**config.mk**
```make
export PLATFORM = sky130hd
export DESIGN_NAME = rational_fraction_alu_top
export DESIGN_NICKNAME = d
export VERILOG_FILES = /design/src/sv/rfa_pkg.sv /design/src/sv/rfa_ctrl.sv /design/src/sv/rfa_dp.sv /design/src/sv/rational_fraction_alu_top.sv
export SDC_FILE = /design/constraint.sdc
export NUM_CORES = 2
export LEC_CHECK = 0
export BUFFER_PORTS_ARGS = -buffer_cell sky130_fd_sc_hd__buf_2
export CORE_MARGIN = 1.5
export CORE_UTILIZATION = 45
export CTS_CLUSTER_DIAMETER = 200
export CTS_CLUSTER_SIZE = 24
export DETAILED_ROUTE_END_ITERATION = 16
export PLACE_DENSITY = 0.66
export SETUP_SLACK_MARGIN = 0.15
export SKIP_CTS_REPAIR_TIMING = 1
export SYNTH_ARGS = -nofsm -noshare
export SYNTH_HDL_FRONTEND = slang
export SYNTH_HIERARCHICAL = 1
export SYNTH_SLANG_ARGS = --single-unit
export TNS_END_PERCENT = 100
```
**constraint.sdc**
```tcl
create_clock -name clock -period 19.5 [get_ports clock]
set_input_delay 3.9 -clock clock [delete_from_list [all_inputs] [get_ports clock]]
set_output_delay 3.9 -clock clock [all_outputs]
set_load 0.1 [all_outputs]
```
**src/sv/rfa_pkg.sv**
```systemverilog
// ----------------------------------------------------------------------------
// rfa_pkg
// Types, codes and constants shared by the rational fraction ALU.
// ----------------------------------------------------------------------------
package rfa_pkg;

   localparam int DefaultWidth = 32;

   typedef enum logic [1:0] {
      OP_ADD = 2'd0,
      OP_SUB = 2'd1,
      OP_MUL = 2'd2,
      OP_DIV = 2'd3
   } opcode_type;

   typedef enum logic [1:0] {
      ST_OK       = 2'd0,
      ST_ZERO_DEN = 2'd1,
      ST_DIV_ZERO = 2'd2,
      ST_OVERFLOW = 2'd3
   } status_type;

   typedef struct packed {
      opcode_type  opcode;
      logic [31:0] a_num;
      logic [31:0] a_den;
      logic [31:0] b_num;
      logic [31:0] b_den;
   } req_type;

   typedef struct packed {
      logic [31:0] res_num;
      logic [30:0] res_den;
      status_type  status;
   } rsp_type;

   // Datapath command steps, issued at most one per controller state.
   typedef enum logic [3:0] {
      CMD_NONE,
      CMD_LOAD,
      CMD_GCD_INIT,
      CMD_DIV_INIT,
      CMD_DIV_STEP,
      CMD_GCD_NEXT,
      CMD_RED_INIT,
      CMD_RED_STORE,
      CMD_MUL_A,
      CMD_MUL_B,
      CMD_COMBINE,
      CMD_FINISH
   } cmd_type;

   typedef enum logic [4:0] {
      S_IDLE,
      S_LOAD,
      S_GCD_INIT,
      S_GCD_TEST,
      S_DIV_INIT,
      S_DIV_STEP,
      S_GCD_NEXT,
      S_RED_INIT,
      S_RED_NUM,
      S_RED_NUM_STEP,
      S_RED_DEN,
      S_RED_DEN_STEP,
      S_RED_STORE,
      S_MUL_A,
      S_MUL_B,
      S_COMBINE,
      S_FINISH,
      S_OUT
   } state_type;

   typedef struct packed {
      logic gcd_zero;
      logic skip;
      logic div_done;
      logic first_frac;
      logic last_frac;
   } stat_type;

   typedef struct packed {
      cmd_type cmd;
      logic    div_sel;   // 0: remainder for gcd, 1: quotient for reduction
      logic    red_den;   // reduction divides the denominator
   } ctl_type;

endpackage

```
**src/sv/rfa_ctrl.sv**
```systemverilog
// ----------------------------------------------------------------------------
// rfa_ctrl
// Sequencer for the rational fraction ALU: canonical reduction of both
// inputs, the operation and final reduction, all on one shared datapath.
// ----------------------------------------------------------------------------
module rfa_ctrl
   import rfa_pkg::*;
(
   input  logic     clock,
   input  logic     reset,
   input  logic     req_valid,
   output logic     req_stall,
   output logic     rsp_valid,
   input  logic     rsp_stall,
   input  stat_type stat,
   output ctl_type  ctl
);

   state_type state_ff, state_in;

   always_ff @(posedge clock) begin
      if (reset) begin
         state_ff <= S_IDLE;
      end else begin
         state_ff <= state_in;
      end
   end

   always_comb begin
      state_in = state_ff;
      unique case (state_ff)
         S_IDLE:         if (req_valid) state_in = S_LOAD;
         S_LOAD:         state_in = stat.skip ? S_FINISH : S_GCD_INIT;
         S_GCD_INIT:     state_in = S_GCD_TEST;
         S_GCD_TEST:     state_in = stat.gcd_zero ? S_RED_INIT : S_DIV_INIT;
         S_DIV_INIT:     state_in = S_DIV_STEP;
         S_DIV_STEP:     if (stat.div_done) state_in = S_GCD_NEXT;
         S_GCD_NEXT:     state_in = S_GCD_TEST;
         S_RED_INIT:     state_in = S_RED_NUM;
         S_RED_NUM:      state_in = S_RED_NUM_STEP;
         S_RED_NUM_STEP: if (stat.div_done) state_in = S_RED_DEN;
         S_RED_DEN:      state_in = S_RED_DEN_STEP;
         S_RED_DEN_STEP: if (stat.div_done) state_in = S_RED_STORE;
         S_RED_STORE: begin
            if (stat.last_frac)       state_in = S_FINISH;
            else if (stat.skip)       state_in = S_FINISH;
            else if (stat.first_frac) state_in = S_GCD_INIT;
            else                      state_in = S_MUL_A;
         end
         S_MUL_A:        state_in = S_MUL_B;
         S_MUL_B:        state_in = S_COMBINE;
         S_COMBINE:      state_in = S_GCD_INIT;
         S_FINISH:       state_in = S_OUT;
         S_OUT:          if (!rsp_stall) state_in = S_IDLE;
         default:        state_in = S_IDLE;
      endcase
   end

   always_comb begin
      ctl = '{cmd: CMD_NONE, div_sel: 1'b0, red_den: 1'b0};
      req_stall = 1'b1;
      rsp_valid = 1'b0;
      unique case (state_ff)
         S_IDLE: begin
            req_stall = 1'b0;
            if (req_valid) ctl.cmd = CMD_LOAD;
         end
         S_GCD_INIT:     ctl.cmd = CMD_GCD_INIT;
         S_DIV_INIT:     ctl.cmd = CMD_DIV_INIT;
         S_DIV_STEP:     ctl.cmd = CMD_DIV_STEP;
         S_GCD_NEXT:     ctl.cmd = CMD_GCD_NEXT;
         S_RED_INIT:     ctl.cmd = CMD_RED_INIT;
         S_RED_NUM:      ctl = '{cmd: CMD_DIV_INIT, div_sel: 1'b1, red_den: 1'b0};
         S_RED_NUM_STEP: ctl = '{cmd: CMD_DIV_STEP, div_sel: 1'b1, red_den: 1'b0};
         S_RED_DEN:      ctl = '{cmd: CMD_DIV_INIT, div_sel: 1'b1, red_den: 1'b1};
         S_RED_DEN_STEP: ctl = '{cmd: CMD_DIV_STEP, div_sel: 1'b1, red_den: 1'b1};
         S_RED_STORE:    ctl.cmd = CMD_RED_STORE;
         S_MUL_A:        ctl.cmd = CMD_MUL_A;
         S_MUL_B:        ctl.cmd = CMD_MUL_B;
         S_COMBINE:      ctl.cmd = CMD_COMBINE;
         S_FINISH:       ctl.cmd = CMD_FINISH;
         S_OUT:          rsp_valid = 1'b1;
         default:        ctl.cmd = CMD_NONE;
      endcase
   end

endmodule

```
**src/sv/rfa_dp.sv**
```systemverilog
// ----------------------------------------------------------------------------
// rfa_dp
// Datapath: sign/magnitude operands, one shared restoring divider used for
// Euclid remainders and for reduction quotients, and one multiplier.
// ----------------------------------------------------------------------------
module rfa_dp
   import rfa_pkg::*;
#(
   parameter int WIDTH = DefaultWidth
)(
   input  logic     clock,
   input  req_type  req,
   input  ctl_type  ctl,
   output stat_type stat,
   output rsp_type  rsp
);

   localparam int MW = 2 * WIDTH;
   localparam int CW = $clog2(MW + 1);

   typedef logic [MW-1:0] mag_type;

   function automatic logic [WIDTH:0] smag(input logic [31:0] raw);
      logic [WIDTH-1:0] v;
      logic [WIDTH:0]   m;
      v = raw[WIDTH-1:0];
      m = {1'b0, v};
      if (v[WIDTH-1]) m = {1'b0, ~v} + 1'b1;
      return m;
   endfunction

   // Operand and fraction registers.
   opcode_type op_ff;
   logic    bn_neg_ff, bd_neg_ff;
   logic [WIDTH:0] bn_ff, bd_ff;
   logic    a_neg_ff, b_neg_ff;
   mag_type a_mag_ff, a_den_ff, b_mag_ff, b_den_ff;
   // Working fraction under reduction.
   logic    w_neg_ff;
   mag_type w_mag_ff, w_den_ff;
   logic [1:0] phase_ff;   // 0: a, 1: b, 2: result
   status_type st_ff;
   // Euclid registers.
   mag_type gx_ff, gy_ff;
   // Divider.
   mag_type dq_ff, dr_ff, dd_ff;
   logic [CW-1:0] dcnt_ff;
   // Products.
   mag_type p_ff, q_ff;
   rsp_type rsp_ff;

   logic zero_den;
   assign zero_den = (smag(req.a_den) == '0) || (smag(req.b_den) == '0);

   logic [MW:0] trial;
   assign trial = {dr_ff, dq_ff[MW-1]} - {1'b0, dd_ff};

   mag_type mul_x, mul_y, mul_r;
   assign mul_r = mul_x[WIDTH-1:0] * mul_y[WIDTH-1:0];

   always_comb begin
      mul_x = a_mag_ff;
      mul_y = b_den_ff;
      case (ctl.cmd)
         CMD_MUL_A: begin
            mul_x = a_mag_ff;
            mul_y = (op_ff == OP_MUL) ? b_mag_ff : b_den_ff;
         end
         CMD_MUL_B: begin
            mul_x = (op_ff == OP_MUL || op_ff == OP_DIV) ? a_den_ff : b_mag_ff;
            mul_y = (op_ff == OP_DIV) ? b_mag_ff :
                    (op_ff == OP_MUL) ? b_den_ff : a_den_ff;
         end
         default: begin
            mul_x = a_den_ff;
            mul_y = b_den_ff;
         end
      endcase
   end

   localparam logic [MW-1:0] Limit = MW'(1) << (WIDTH - 1);

   logic sub_neg;
   assign sub_neg = (op_ff == OP_SUB) ? !b_neg_ff : b_neg_ff;

   logic [63:0] res_num_wide;
   assign res_num_wide = w_neg_ff ? (64'd0 - 64'(w_mag_ff)) : 64'(w_mag_ff);

   always_ff @(posedge clock) begin
      case (ctl.cmd)
         CMD_LOAD: begin
            op_ff  <= req.opcode;
            bn_ff  <= smag(req.b_num);
            bd_ff  <= smag(req.b_den);
            bn_neg_ff <= req.b_num[WIDTH-1];
            bd_neg_ff <= req.b_den[WIDTH-1];
            w_neg_ff <= req.a_num[WIDTH-1] ^ req.a_den[WIDTH-1];
            w_mag_ff <= MW'(smag(req.a_num));
            w_den_ff <= MW'(smag(req.a_den));
            phase_ff <= 2'd0;
            st_ff    <= zero_den ? ST_ZERO_DEN : ST_OK;
         end
         CMD_GCD_INIT: begin
            gx_ff <= w_mag_ff;
            gy_ff <= w_den_ff;
         end
         CMD_DIV_INIT: begin
            dq_ff <= ctl.div_sel ? (ctl.red_den ? w_den_ff : w_mag_ff) : gx_ff;
            dd_ff <= ctl.div_sel ? gx_ff : gy_ff;
            dr_ff <= '0;
            dcnt_ff <= '0;
         end
         CMD_DIV_STEP: begin
            if (!trial[MW]) begin
               dr_ff <= trial[MW-1:0];
               dq_ff <= {dq_ff[MW-2:0], 1'b1};
            end else begin
               dr_ff <= {dr_ff[MW-2:0], dq_ff[MW-1]};
               dq_ff <= {dq_ff[MW-2:0], 1'b0};
            end
            dcnt_ff <= dcnt_ff + 1'b1;
            if (ctl.div_sel && dcnt_ff == CW'(MW - 1)) begin
               if (ctl.red_den) w_den_ff <= trial[MW] ? {dq_ff[MW-2:0], 1'b0}
                                                       : {dq_ff[MW-2:0], 1'b1};
               else             w_mag_ff <= trial[MW] ? {dq_ff[MW-2:0], 1'b0}
                                                       : {dq_ff[MW-2:0], 1'b1};
            end
         end
         CMD_GCD_NEXT: begin
            gx_ff <= gy_ff;
            gy_ff <= dr_ff;
         end
         CMD_RED_INIT: begin
            if (w_mag_ff == '0 || w_den_ff == '0) begin
               w_neg_ff <= 1'b0;
               w_mag_ff <= '0;
               w_den_ff <= MW'(1);
               gx_ff    <= MW'(1);
            end
         end
         CMD_RED_STORE: begin
            phase_ff <= phase_ff + 2'd1;
            if (phase_ff == 2'd0) begin
               a_neg_ff <= w_neg_ff;
               a_mag_ff <= w_mag_ff;
               a_den_ff <= w_den_ff;
               w_neg_ff <= bn_neg_ff ^ bd_neg_ff;
               w_mag_ff <= MW'(bn_ff);
               w_den_ff <= MW'(bd_ff);
            end else if (phase_ff == 2'd1) begin
               b_neg_ff <= w_neg_ff;
               b_mag_ff <= w_mag_ff;
               b_den_ff <= w_den_ff;
               if (op_ff == OP_DIV && w_mag_ff == '0) st_ff <= ST_DIV_ZERO;
            end
         end
         CMD_MUL_A: p_ff <= mul_r;
         CMD_MUL_B: q_ff <= mul_r;
         CMD_COMBINE: begin
            w_den_ff <= (op_ff == OP_DIV || op_ff == OP_MUL) ? q_ff : mul_r;
            if (op_ff == OP_MUL || op_ff == OP_DIV) begin
               w_neg_ff <= a_neg_ff ^ b_neg_ff;
               w_mag_ff <= p_ff;
            end else if (a_neg_ff == sub_neg) begin
               w_neg_ff <= a_neg_ff;
               w_mag_ff <= p_ff + q_ff;
            end else if (p_ff >= q_ff) begin
               w_neg_ff <= a_neg_ff;
               w_mag_ff <= p_ff - q_ff;
            end else begin
               w_neg_ff <= sub_neg;
               w_mag_ff <= q_ff - p_ff;
            end
         end
         CMD_FINISH: begin
            if (st_ff != ST_OK) begin
               rsp_ff <= '{res_num: '0, res_den: '0, status: st_ff};
            end else if (w_den_ff > Limit - MW'(1) ||
                         (w_neg_ff ? (w_mag_ff > Limit)
                                   : (w_mag_ff > Limit - MW'(1)))) begin
               rsp_ff <= '{res_num: '0, res_den: '0, status: ST_OVERFLOW};
            end else begin
               rsp_ff <= '{res_num: res_num_wide[31:0], res_den: 31'(w_den_ff),
                           status: ST_OK};
            end
         end
         default: ;
      endcase
   end

   assign stat.gcd_zero   = (gy_ff == '0);
   assign stat.div_done   = (dcnt_ff == CW'(MW - 1));
   assign stat.first_frac = (phase_ff == 2'd0);
   assign stat.last_frac  = (phase_ff == 2'd2);
   // Division by a zero fraction is seen while b is being stored.
   assign stat.skip       = (st_ff != ST_OK) ||
                            (ctl.cmd == CMD_RED_STORE && phase_ff == 2'd1 &&
                             op_ff == OP_DIV && w_mag_ff == '0);
   assign rsp = rsp_ff;

endmodule

```
**src/sv/rational_fraction_alu_top.sv**
```systemverilog
// The shared divider produces one quotient bit per cycle.
// Throughput: one item at a time; next item accepted the cycle after the result is taken.
// A zero denominator input skips straight to the result. Reset: synchronous,
// active high, returns the sequencer to idle.
// ----------------------------------------------------------------------------
// rational_fraction_alu_top
// Add, subtract, multiply or divide two signed fractions, result reduced.
// ----------------------------------------------------------------------------
module rational_fraction_alu_top
   import rfa_pkg::*;
#(
   parameter int WIDTH = DefaultWidth
)(
   input  logic    clock,
   input  logic    reset,
   input  logic    req_valid,
   output logic    req_stall,
   input  req_type req_data,
   output logic    rsp_valid,
   input  logic    rsp_stall,
   output rsp_type rsp_data
);

   stat_type stat;
   ctl_type  ctl;

   rfa_ctrl u_ctrl (
      .clock, .reset, .req_valid, .req_stall, .rsp_valid, .rsp_stall,
      .stat, .ctl
   );

   rfa_dp #(.WIDTH(WIDTH)) u_dp (
      .clock, .req(req_data), .ctl, .stat, .rsp(rsp_data)
   );

endmodule
```
Word level (Yosys, flattened, before mapping)
Index checks and enable logic that the tools add are counted.
- flip-flop bits (word level): 858
- latch bits: 0
- memory bits (writable): 0
- bits in read-only memories: 0
- bits of input ports: 134
- output and inout port bits: 67
- word-level logic and storage cells: 207
- memories: 0
- $add $sub $neg: 11
- $mul: 1
- div/mod/pow operators: 0
- magnitude comparators: 4
- eq/ne operators: 48
- shift operators: 0
- mux-type cells: 67
- bitwise logic cells: 8
- reduce and logical (&&, ||, !) cells: 39
- operators by type and width (operator ; number):
    2-to-1 mux 64 bit ; 16
    case mux 64 bit (5 select lines) ; 2
    case mux 64 bit (2 select lines) ; 3
    zero test 64 bit ; 3
    case mux 64 bit (3 select lines) ; 1
    2-to-1 mux 32 bit ; 5
    adder 32 x 1 -> 33 bit, second input constant ; 4
    greater-than comparator 64 x 31 -> 1 bit, second input constant ; 2
    inverter 32 bit ; 4
    case mux 32 bit (2 select lines) ; 2
    subtractor 64 bit ; 2
    2-to-1 mux 33 bit ; 3
    case mux 5 bit (17 select lines) ; 1
    zero test 33 bit ; 2
    subtractor 65 x 64 -> 65 bit ; 1
    adder 64 bit ; 1
    greater-or-equal comparator 64 bit ; 1
    greater-than comparator 64 x 32 -> 1 bit, second input constant ; 1
    multiplier 32 x 32 -> 64 bit ; 1
    case mux 4 bit (11 select lines) ; 1
    == test 5 x 4 -> 1 bit, second input constant ; 8
    2-to-1 mux 5 bit ; 8
    subtractor 1 x 32 -> 32 bit, first input constant ; 1
    2-to-1 mux 31 bit ; 1
    other kinds (39) ; 104

Longest topological paths before layout
- depth in word-level cells: 11
- gate-level depth with buffers: 47

Cells and area by module
Netlist, hierarchy kept.
- modules (own cells, without submodules) (module ; instances ; cells each ; area each (sq um)):
    rfa_dp ; 1 ; 9152 ; 86819.5
    rfa_ctrl ; 1 ; 86 ; 608.1

Least setup slack after synthesis
Ideal clock, no wire load.
- path kind: in2reg
- start point: in req_valid
- end point: reg u_dp.w_den_ff[62] (data pin)
- arrival: 14.673 ns
- required time: 19.239 ns
- slack: 4.567 ns
- stages: 36
- cell sequence: nor2_1 > nor2_1 > nor2_1 > a211oi_1 > clkbuf_1 > nor3_1 > clkbuf_1 > clkbuf_1 > nand2_1 > nand2_1 > clkbuf_1 > nand2_1 > fa_1 > fa_1 > fa_1 > fa_1 > inv_1 > fa_1 > fa_1 > fa_1 > inv_1 > fa_1 > inv_1 > ha_1 > a21o_1 > a21o_1 > a21o_1 > a221o_1 > o221ai_1 > o31ai_2 > a31oi_1 > o221a_2 > o21ai_1 > a21oi_1 > xnor2_1 > a221o_1
- RTL lines (item ; RTL line ; text):
    start, declared ; rational_fraction_alu_top.sv:16 ; input logic req_valid,
    end signal, assigned ; rfa_dp.sv:99 ; w_den_ff <= MW'(smag(req.a_den));
    end signal, assigned ; rfa_dp.sv:123 ; if (ctl.red_den) w_den_ff <= trial[MW] ? {dq_ff[MW-2:0], 1'b0}
    end signal, assigned ; rfa_dp.sv:149 ; w_den_ff <= MW'(bd_ff);
    end, declared ; rfa_dp.sv:40 ; mag_type w_mag_ff, w_den_ff;

==> reports/qor.txt <==
status -> finished, final reports clean
worst skew pair latency -> 0.71 ns
port bufs -> 200
most frequent cells in the layout -> inv_1 (1,207), nor2_1 (994), nand2_1 (962)
Fmax -> 0.06324 GHz
TritonRoute pass-1 iters -> 8
CTS max path bufs -> 3
drc violations -> 0
R2R Path End -> u_dp/w_den_ff[61]
Synth Warn # -> 6
Worst path most repeated cell -> fa_1
core area -> 192,800 um^2
measured slew at the worst slew-check pin -> 1.366 ns
CTS Root Cell -> clkbuf_16
Cell Area, Synth -> 87,430 um^2
final hold violations -> 0
CP Capture Type -> register
Vias/cell -> 6.303
Routed Antenna Nets -> 0
gr usage total -> 33.56%
post-synth cell types -> 103
CP required -> 19.92 ns
Routed WL per cell -> 28.69 um
total of max-cap violations -> 0
critical path's slowest cell -> buf_4
R2R depth -> 38
share of layout cells above drive strength 1 -> 7.371%
FF+latch count, synth -> 858
commonest non-fill, non-tap cell in the layout -> inv_1
starting DRC count in detailed routing -> 9,622
Final period util -> 81.09%
Crit Path Max Fanout -> 54
post-route cell area -> 92,310 um^2
CP Data Arrival Time -> 16.23 ns
Placed Instance Area -> 91,050 um^2
fill cell total of the finished layout -> 18,080
Initial Util -> 45.35%
WS Path Type -> in2reg
fin crit period -> 15.81 ns
htree depth -> 2
IO Count -> 201
part of the Yosys area used for sequential elements -> 29.41%
Post-synth EDFFs -> 853
CTS clk-pin slew, worst paths -> 0.10 ns
register area -> 25,710 um^2
hold depth -> 2
hold wc startpoint -> u_dp/bd_ff[32]
worst reg-to-reg setup slack -> 5.70 ns
first-pass GRT wire length -> 489,800 um
largest net degree at the start of global routing -> 97
top_reg_cell synth -> edfxtp_1
routed wire length -> 335,300 um
Mean Syn Cell Area -> 9.464 um^2
CTS sink cnt -> 858
multi-input combinational cell area -> 55,480 um^2
hold endpoint -> u_dp/w_den_ff[32]
launch point of the worst reg-to-reg path -> u_ctrl/state_ff[2]
GP Congestion -> 1.054
Post-DP HPWL -> 262,200 um
width of the die -> 443.8 um
initial antenna violation count -> 27
Die Y -> 443.8 um
RSZ-0062 raised after global routing -> false
row count -> 161
CTS Buf Count -> 42
final setup fails -> 0
grt ovf -> 0
die area -> 196,900 um^2
startpoint types -> input port
via count -> 73,680
Synth async-reset ratio -> 0%
setup TNS -> 0 ns
final net count -> 10,680
Max Slew Vio Count -> 0
HP Class -> reg2reg
crit-path max cell delay -> 0.92 ns
Max Clock Skew -> 0.06725 ns
Area Overhead vs Synth -> 5.587%
Max-slew headroom -> 8.655%
Gate Count Post-Synth -> 9,238
number of global-route vias before repair -> 72,200
CTS tree -> built
## cell usage after synthesis (116+ instances only)
cell type / instances / share of area (%)
nand2_1: 964 / 4.1
nor2_1: 1006 / 4.3
fa_1: 900 / 21
mux2i_1: 164 / 1.9
ha_1: 526 / 7.5
nor3_1: 116 / 0.66
a21oi_1: 466 / 2.7
inv_1: 1208 / 5.2
o21ai_0: 405 / 2.3
clkbuf_1: 449 / 1.9
a21o_1: 175 / 1.5
edfxtp_1: 853 / 29
xnor2_1: 219 / 2.2
mux2_2: 145 / 1.9
## registers in the layout (all words and copies together) (netlist names), 33 cells and up
register / flops
u_dp/rsp: 65
u_dp/dd_ff: 64
u_dp/dq_ff: 64
u_dp/dr_ff: 64
u_dp/gx_ff: 64
u_dp/gy_ff: 64
u_dp/p_ff: 64
u_dp/q_ff: 64
u_dp/w_den_ff: 64
u_dp/w_mag_ff: 64
u_dp/bd_ff: 33
u_dp/bn_ff: 33
## worst max path at each step
stage                         start                end
after floorplan           req_valid  u_dp/w_den_ff[62]
after global placement    req_valid  u_dp/w_den_ff[61]
after detailed placement  req_valid  u_dp/w_den_ff[61]
after CTS                 req_valid  u_dp/w_den_ff[61]
after global routing      req_valid  u_dp/w_den_ff[61]
final                     req_valid  u_dp/w_den_ff[61]
## critical path, delay by kind of cell
kind                       cells  cell delay [ns]
xor gates and xnor gates       1             0.19
buffers and inverters         11             2.63
AOI/OAI and AO/OA              9             1.97
and+or+nand+nor               10             2.86
adders and majority gates      9             4.55
## cell type report
| class | count | area share (%) |
|---|---|---|
| multi-input combinational | 6653 | 60.10 |
| timing repair buffer | 354 | 2.337 |
| tap | 2526 | 3.424 |
| sequential | 858 | 27.86 |
| antenna | 33 | 0.08946 |
| clock inverter | 6 | 0.1111 |
| inverter | 1210 | 4.920 |
| clock buffer | 49 | 1.167 |
## through the flow
step                util [%]  std cells  worst slack [ns]  hold WS, ns
finish                 47.88      11690             3.687       0.5639
global route           47.87      11680             3.230       0.5764
CTS                    47.84      11660             3.828       0.5589
detailed placement     47.23      11600             3.190       0.5355
global placement       47.23      11600             3.262       0.5383
floorplan                  -       9239             4.567       0.4430
## kinds of logic after synthesis
| family | after synthesis | synth area share (%) |
|---|---|---|
| xor gates and xnor gates | 334 | 3.346 |
| other | 1 | 0.004289 |
| and+or+nand+nor | 2708 | 13.67 |
| DFF | 858 | 29.41 |
| buffers and inverters | 1728 | 7.469 |
| muxes | 310 | 3.761 |
| adders and majority gates | 1426 | 28.14 |
| AOI/OAI and AO/OA | 1873 | 14.20 |
## per-layer routing
layer,wire (um),part of all wire (%),global-route usage (%),vias to the layer above
met2,142100,42,49.60,4722
met1,130600,39,45.60,36960
met5,103,0.031,0,-
li1,-,-,-,31150
met3,43100,13,9.343,828
met4,19450,5.8,15.57,14
Power is not shown: default switching activity piles up to over one toggle a cycle in this logic, so the estimate is an artifact.
